--- src/hw/rtl/mvtp_pkg.sv ---
// ----------------------------------------------------------------------------
// mvtp_pkg
// Shared types and constants for the two-pass mean and variance block.
// ----------------------------------------------------------------------------
package mvtp_pkg;

	// Default store depth
	localparam int MAX_SAMPLES_DEF = 1024;

	// Field widths
	localparam int SAMPLE_W   = 32;
	localparam int MEAN_W     = 32;
	localparam int VAR_W      = 63;
	localparam int STATUS_W   = 2;
	localparam int DOF_W      = 4;
	localparam int OUT_DATA_W = 104;
	localparam int OUT_PAD_W  = OUT_DATA_W - MEAN_W - VAR_W - STATUS_W;

	// Result status codes
	localparam logic [STATUS_W-1:0] STATUS_OK        = 2'd0;
	localparam logic [STATUS_W-1:0] STATUS_LOW_COUNT = 2'd1;
	localparam logic [STATUS_W-1:0] STATUS_OVERFLOW  = 2'd2;

	// Sequencer states
	typedef enum logic [3:0] {
		ST_LOAD,
		ST_CHECK,
		ST_MEAN_GO,
		ST_MEAN_WAIT,
		ST_MEAN_FIX,
		ST_PASS,
		ST_VAR_GO,
		ST_VAR_WAIT,
		ST_EMIT
	} state_t;

	// Divider status toward the sequencer
	typedef struct packed {
		logic busy;
		logic done;
	} div_stat_t;

endpackage

--- src/hw/rtl/mvtp_div.sv ---
// ----------------------------------------------------------------------------
// mvtp_div
// Iterative restoring unsigned divider, one quotient bit per cycle.
// ----------------------------------------------------------------------------
module mvtp_div
	import mvtp_pkg::*;
#(
	parameter int NUM_W = 74,
	parameter int DEN_W = 11
) (
	input  logic             clk,
	input  logic             arst_n,
	input  logic             start,
	input  logic [NUM_W-1:0] numer,
	input  logic [DEN_W-1:0] denom,
	output logic [NUM_W-1:0] quotient,
	output div_stat_t        stat
);

	localparam int STEP_W = $clog2(NUM_W + 1);

	logic [NUM_W-1:0]  quo_q;
	logic [DEN_W-1:0]  rem_q;
	logic [DEN_W-1:0]  den_q;
	logic [STEP_W-1:0] step_q;
	logic              busy_q;
	logic              done_q;
	logic [DEN_W:0]    trial;
	logic [DEN_W:0]    diff;
	logic              take;

	// Trial subtract of the divisor from the shifted remainder
	assign trial = {rem_q, quo_q[NUM_W-1]};
	assign diff  = trial - {1'b0, den_q};
	assign take  = (trial >= {1'b0, den_q});

	// Control: step count, busy and one-cycle done
	always_ff @(posedge clk or negedge arst_n) begin
		if (!arst_n) begin
			busy_q <= 1'b0;
			done_q <= 1'b0;
			step_q <= '0;
		end else begin
			done_q <= 1'b0;
			if (start && !busy_q) begin
				busy_q <= 1'b1;
				step_q <= STEP_W'(NUM_W);
			end else if (busy_q) begin
				step_q <= step_q - 1'b1;
				if (step_q == STEP_W'(1)) begin
					busy_q <= 1'b0;
					done_q <= 1'b1;
				end
			end
		end
	end

	// Datapath: shift numerator out, quotient bits in
	always_ff @(posedge clk) begin
		if (start && !busy_q) begin
			quo_q <= numer;
			rem_q <= '0;
			den_q <= denom;
		end else if (busy_q) begin
			quo_q <= {quo_q[NUM_W-2:0], take};
			rem_q <= take ? diff[DEN_W-1:0] : trial[DEN_W-1:0];
		end
	end

	assign quotient  = quo_q;
	assign stat.busy = busy_q;
	assign stat.done = done_q;

endmodule

--- config.mk ---
export PLATFORM = sky130hd
export DESIGN_NAME = mvtp_div
export DESIGN_NICKNAME = d
export VERILOG_FILES = /design/src/hw/rtl/mvtp_pkg.sv /design/src/hw/rtl/mvtp_div.sv
export SDC_FILE = /design/constraint.sdc
export NUM_CORES = 1
export LEC_CHECK = 0
export BUFFER_PORTS_ARGS = -buffer_cell sky130_fd_sc_hd__buf_4
export CORE_MARGIN = 1
export CORE_UTILIZATION = 55
export CTS_BUF_LIST = sky130_fd_sc_hd__clkbuf_4 sky130_fd_sc_hd__clkbuf_8
export DETAILED_ROUTE_END_ITERATION = 6
export GPL_TIMING_DRIVEN = 0
export PLACE_DENSITY = 0.94
export SETUP_SLACK_MARGIN = 0.2
export SLEW_MARGIN = 20
export SYNTH_ARGS = -nofsm -noshare
export SYNTH_HDL_FRONTEND = slang
export SYNTH_SLANG_ARGS = --single-unit
--- constraint.sdc ---
create_clock -name clk -period 6.2 [get_ports clk]
set_clock_uncertainty 0.2 [all_clocks]
set_input_delay 0.31 -clock clk [delete_from_list [all_inputs] [get_ports clk]]
set_output_delay 0.31 -clock clk [all_outputs]
set_load 0.02 [all_outputs]
# Yosys cells after proc, flatten, opt, wreduce, memory -nomap -nowiden

Index checks and enable logic that the tools add are counted.

Register bits after elaboration: 105
Input bits: 88
Output and inout port bits: 76
Logic and storage cells: 24

$add $sub $neg: 2
$lt $le $gt $ge: 1
Equality and inequality tests: 1
Multiplexer cells: 11
Reductions and logical operators: 3

Operators by type and width:

| kind                                              | number |
|---|---|
| 2-to-1 mux 74 bit                                 | 2 |
| 2-to-1 mux 7 bit                                  | 2 |
| greater-or-equal comparator 12 x 11 -> 1 bit      | 1 |
| 2-to-1 mux 11 bit                                 | 1 |
| subtractor 11 bit                                 | 1 |
| == test 7 x 1 -> 1 bit (second input constant)    | 1 |
| subtractor 7 x 1 -> 7 bit (second input constant) | 1 |
| 2-to-1 mux 1 bit                                  | 6 |
| nonzero test 2 bit                                | 1 |
| logical AND 1 bit                                 | 1 |
| zero test 1 bit                                   | 1 |

# Logic depth before layout (Yosys ltp)

Depth after elaboration: 4
Depth in mapped cells: 11
Depth with buffers taken out: 9

# Least setup slack after synthesis

Ideal clock, no wire load.

Path type: register to register
Start point: register busy_q
End point: register quo_q[0], in the netlist quotient[0], enable pin
Setup time: 0.428 ns
Data arrival time: 2.170 ns
Slack: 3.402 ns
Cell stages (with the launch flop): 5
Clock period less this slack: 2.798 ns
Cells stage by stage: dfrtp_1 > buf_2 > nor2_1 > buf_2 > inv_1

Longest elaborated chain between the ends: 3

RTL lines:

| item                                    | line           | RTL |
|---|---|---|
| start: declaration                      | mvtp_div.sv:26 | `logic busy_q;` |
| start signal: assignment                | mvtp_div.sv:40 | `busy_q <= 1'b0;` |
| start signal: assignment                | mvtp_div.sv:46 | `busy_q <= 1'b1;` |
| start signal: assignment                | mvtp_div.sv:51 | `busy_q <= 1'b0;` |
| zero test 1 bit                         | mvtp_div.sv:60 | `if (start && !busy_q) begin` |
| logical AND 1 bit                       | mvtp_div.sv:60 |  |
| nonzero test 2 bit (no source line) (*) | n/a            |  |
| end signal: assignment                  | mvtp_div.sv:61 | `quo_q <= numer;` |
| end signal: assignment                  | mvtp_div.sv:65 | `quo_q <= {quo_q[NUM_W-2:0], take};` |
| end: declaration                        | mvtp_div.sv:22 | `logic [NUM_W-1:0] quo_q;` |

Mark *: on every way between the ends. The rest lies on a longest branch, timed or not.
A chain may end at the register's enable or synchronous reset.

# Final worst setup path

Start point: register quo_q[73], in the netlist quotient[73]
End point: register rem_q[6]

Longest elaborated chain between the ends: 2
Elaborated cells on any way between the ends: 3
Classes of those cells: add/sub: 1; order compare: 1; mux: 1

RTL lines:

| item                                                                              | line                           | RTL |
|---|---|---|
| subtractor 11 bit or greater-or-equal comparator 12 x 11 -> 1 bit (tied branches) | mvtp_div.sv:34, mvtp_div.sv:35 |  |
| 2-to-1 mux 11 bit (*)                                                             | mvtp_div.sv:66                 | `rem_q <= take ? diff[DEN_W-1:0] : trial[DEN_W-1:0];` |
| end signal: assignment                                                            | mvtp_div.sv:66                 |  |
| end: declaration                                                                  | mvtp_div.sv:23                 | `logic [DEN_W-1:0] rem_q;` |

Marked as above.

==> results_dict.tcl <==
set metrics [dict create \
    final_cell_area_um2 6618 \
    syn_inst 345 \
    antenna_left 0 \
    grt.total_usage_pct 26.06 \
    final_layout_size_suffix_gt1_share_pct 50.93 \
    drv_slew 0 \
    grt_pass1_wl_um 17780 \
    start_util_pct 56.52 \
    die_w_um 96.44 \
    setup_viol 0 \
    hold_viol 0 \
    crit_fanout 10 \
    synth_top_area_share_pct 52.04 \
    drc_errors 0 \
    critical_path_arrival_ps 2870 \
    syn_to_final_growth_pct 34.92 \
    crit_path_frequent_cell "buf_6" \
    utilization_pct 76.25 \
    ys_ff_latch 105 \
    synth_area_um2 4905 \
    fin_crit_sh_pct 45.49 \
    tns_ps 0 \
    final_net_count 635 \
    synthTopCellsByArea "edfxtp_1, mux2_2, dfrtp_1, dfxtp_1, ha_1" \
    grt_max_degree 61 \
    leakage_nw 2.831 \
    synthArstFlopShare_pct 8.571 \
    critPathCaptureType "flop" \
    synth_top_cell_by_area "edfxtp_1" \
    ys.flop_type "edfxtp_1" \
    overflow 0 \
    post_drt_via_cell_ratio 5.621 \
    yosysWarnings 0 \
    cts_inserted_buffers 9 \
    wl_met1_um 4422 \
    tightest_slew_ps 511.1 \
    die_area_um2 9300 \
    fp-row-count 34 \
    drt-initial-drc-count 113 \
    routed.top_layer "met4" \
    postCtsSetupRepairBufs 0 \
    crit_path_cell_trace "inv_1, ha_1, fa_1, and2b_1, o31a_4, o21ai_2, a211o_1, buf_6, buf_6, a32oi_1, o21ai_1" \
    wl_um 11750 \
    synth_enable_flop_cells 85 \
    met3_length_um 991 \
    status "complete, no violations" \
    dr_wl_met2_um 6052 \
    avgSynthCellArea_um2 14.22 \
    hp-class "input port to flop" \
    worstSkewPairLatency_ps 370 \
    wl_per_cell_um 18.18 \
    fmax_mhz 354.6 \
    antennaDiodeCount 0 \
    yosysUniqueCellTypes 47 \
    synth_nets 447 \
    cts_tree "yes" \
    antenna_found_initial 0 \
    gp_congestion 0.8540 \
    io_pins 164 \
    placed_area_um2 6294 \
    firstDrtPassIters 5 \
    ir_drop_v 0.0002806 \
    cts-root-buf "clkbuf_8" \
    cp-start-kind "flop" \
    ctsResizeCount 0 \
    core_um2 8678 \
    slowest_stage "fa_1" \
    mostFrequentLayoutCells "buf_4, edfxtp_1, mux2_2, inv_1, nor2_1" \
    rsz0062_at_grt "no" \
    io_buffers 163 \
    max-cap-violations 0 \
    vias 3631 \
    crit_required_ps 6250 \
    ys_seq_area_share_pct 61.12 \
    powerDensity_nw_per_um2 520.0 \
    cts_max_level 3 \
    layout.cells.most_common "buf_4" \
    cts.sinks 105 \
    die_y_um 96.44 \
    cts_hold_buf 13 \
    cts_buffer_depth 2 \
    period_minus_slack_ps 2820 \
    max_slew_margin_pct 65.80 \
    power.total_mw 3.441 \
    grt_pass1_vias 3795 \
    criticalPathCategory "flop to flop" \
    slowest_delay_ps 420 \
    cts.clk_slew.worst_paths_ps 90 \
    dp_hpwl_um 8708 \
    nFillCells 527 \
]
## cell type report
cell class | instances | area (µm²) | share of cell area (%)
clock inverters | 7 | 70.07 | 1.059
flip-flops and latches | 105 | 2998 | 45.30
plain buffers | 17 | 101.3 | 1.531
well taps | 108 | 135.1 | 2.042
inverters | 19 | 73.82 | 1.116
clock buffers | 9 | 123.9 | 1.872
multi-input cells | 204 | 1734 | 26.21
repair buffers | 177 | 1381 | 20.87
## sequential cells by signal (all words and copies together) (netlist names)
signal / cells
busy_q: 1
rem_q: 11
step_q: 7
quotient: 74
den_q: 11
done_q: 1
## report_power, final
| group | switching, mW | total (mW) | leakage (nW) | internal, mW |
|---|---|---|---|---|
| combinational | 0.838 | 1.63 | 1.65 | 0.790 |
| sequential | 0.215 | 1.39 | 1.09 | 1.17 |
| clock | 0.238 | 0.424 | 0.0909 | 0.186 |
## cells by family (layout without fill, tap and decap cells)
kind of cell,Yosys count,after routing,share of synthesized area [%]
mux,76,76,17.37
simple gates,56,56,5.587
xor+xnor,7,7,1.250
buf+inv,36,229,3.520
fa+ha+maj,14,14,3.725
flops,105,105,61.12
compound gates,51,51,7.424
## stage by stage
stage / hold WS (ps) / instances / worst slack [ps]
6_report: 26.75 / 646 / 3380
4_1_cts: 25.26 / 646 / 3339
2_1_floorplan: -185.6 / 345 / 3402
3_5_place_dp: -59.31 / 617 / 3441
3_3_place_gp: -63.60 / 616 / 2701
5_1_grt: 21.88 / 646 / 3246
## worst max-delay path, delay by kind of cell, from the launching register on
kind	cells	cell delay [ps]
flip-flops	1	400
adder cells (fa/ha/maj)	2	650
AO/OA/AOI/OAI	5	840
AND/OR/NAND/NOR	1	250
buffers and inverters	3	350
## layer usage
| layer | global-route usage (%) | vias up |
|---|---|---|
| met5 | 0 | - |
| met4 | 12.62 | 0 |
| met3 | 8.685 | 30 |
| met2 | 45.51 | 177 |
| met1 | 28.46 | 1748 |
| li1 | - | 1676 |
## cells in the mapped netlist, drive strengths merged, types with 2 or more instances
cell	n
o21a	3
nor2	16
or3	2
a21oi	9
o31ai	2
dfrtp	9
buf	16
nand3	6
mux2	73
ha	13
o21ai	16
nand3b	2
nor4	2
nor3	5
xor2	3
nand2	14
mux2i	3
o311ai	4
inv	19
a32oi	6
nand2b	3
dfxtp	11
edfxtp	85
o31a	3
xnor2	4
## path summary, 6_finish.rpt
check,to,cells past startpoint,startpoint,slack [ps]
min in group asynchronous,step_q[0]$_DFFE_PN0P_,2,arst_n,90
hold reg to reg,rem_q[4]$_SDFFE_PP0P_,2,rem_q[4]$_SDFFE_PP0P_,280
hold / removal,quotient[0]$_DFFE_PP_,3,numer[0],30
setup reg to reg,rem_q[6]$_SDFFE_PP0P_,11,quotient[73]$_DFFE_PP_,3380
setup / recovery,rem_q[6]$_SDFFE_PP0P_,11,quotient[73]$_DFFE_PP_,3380
max in group asynchronous,step_q[2]$_DFFE_PN0P_,2,arst_n,5570
Power figures use the tool's default switching activity.
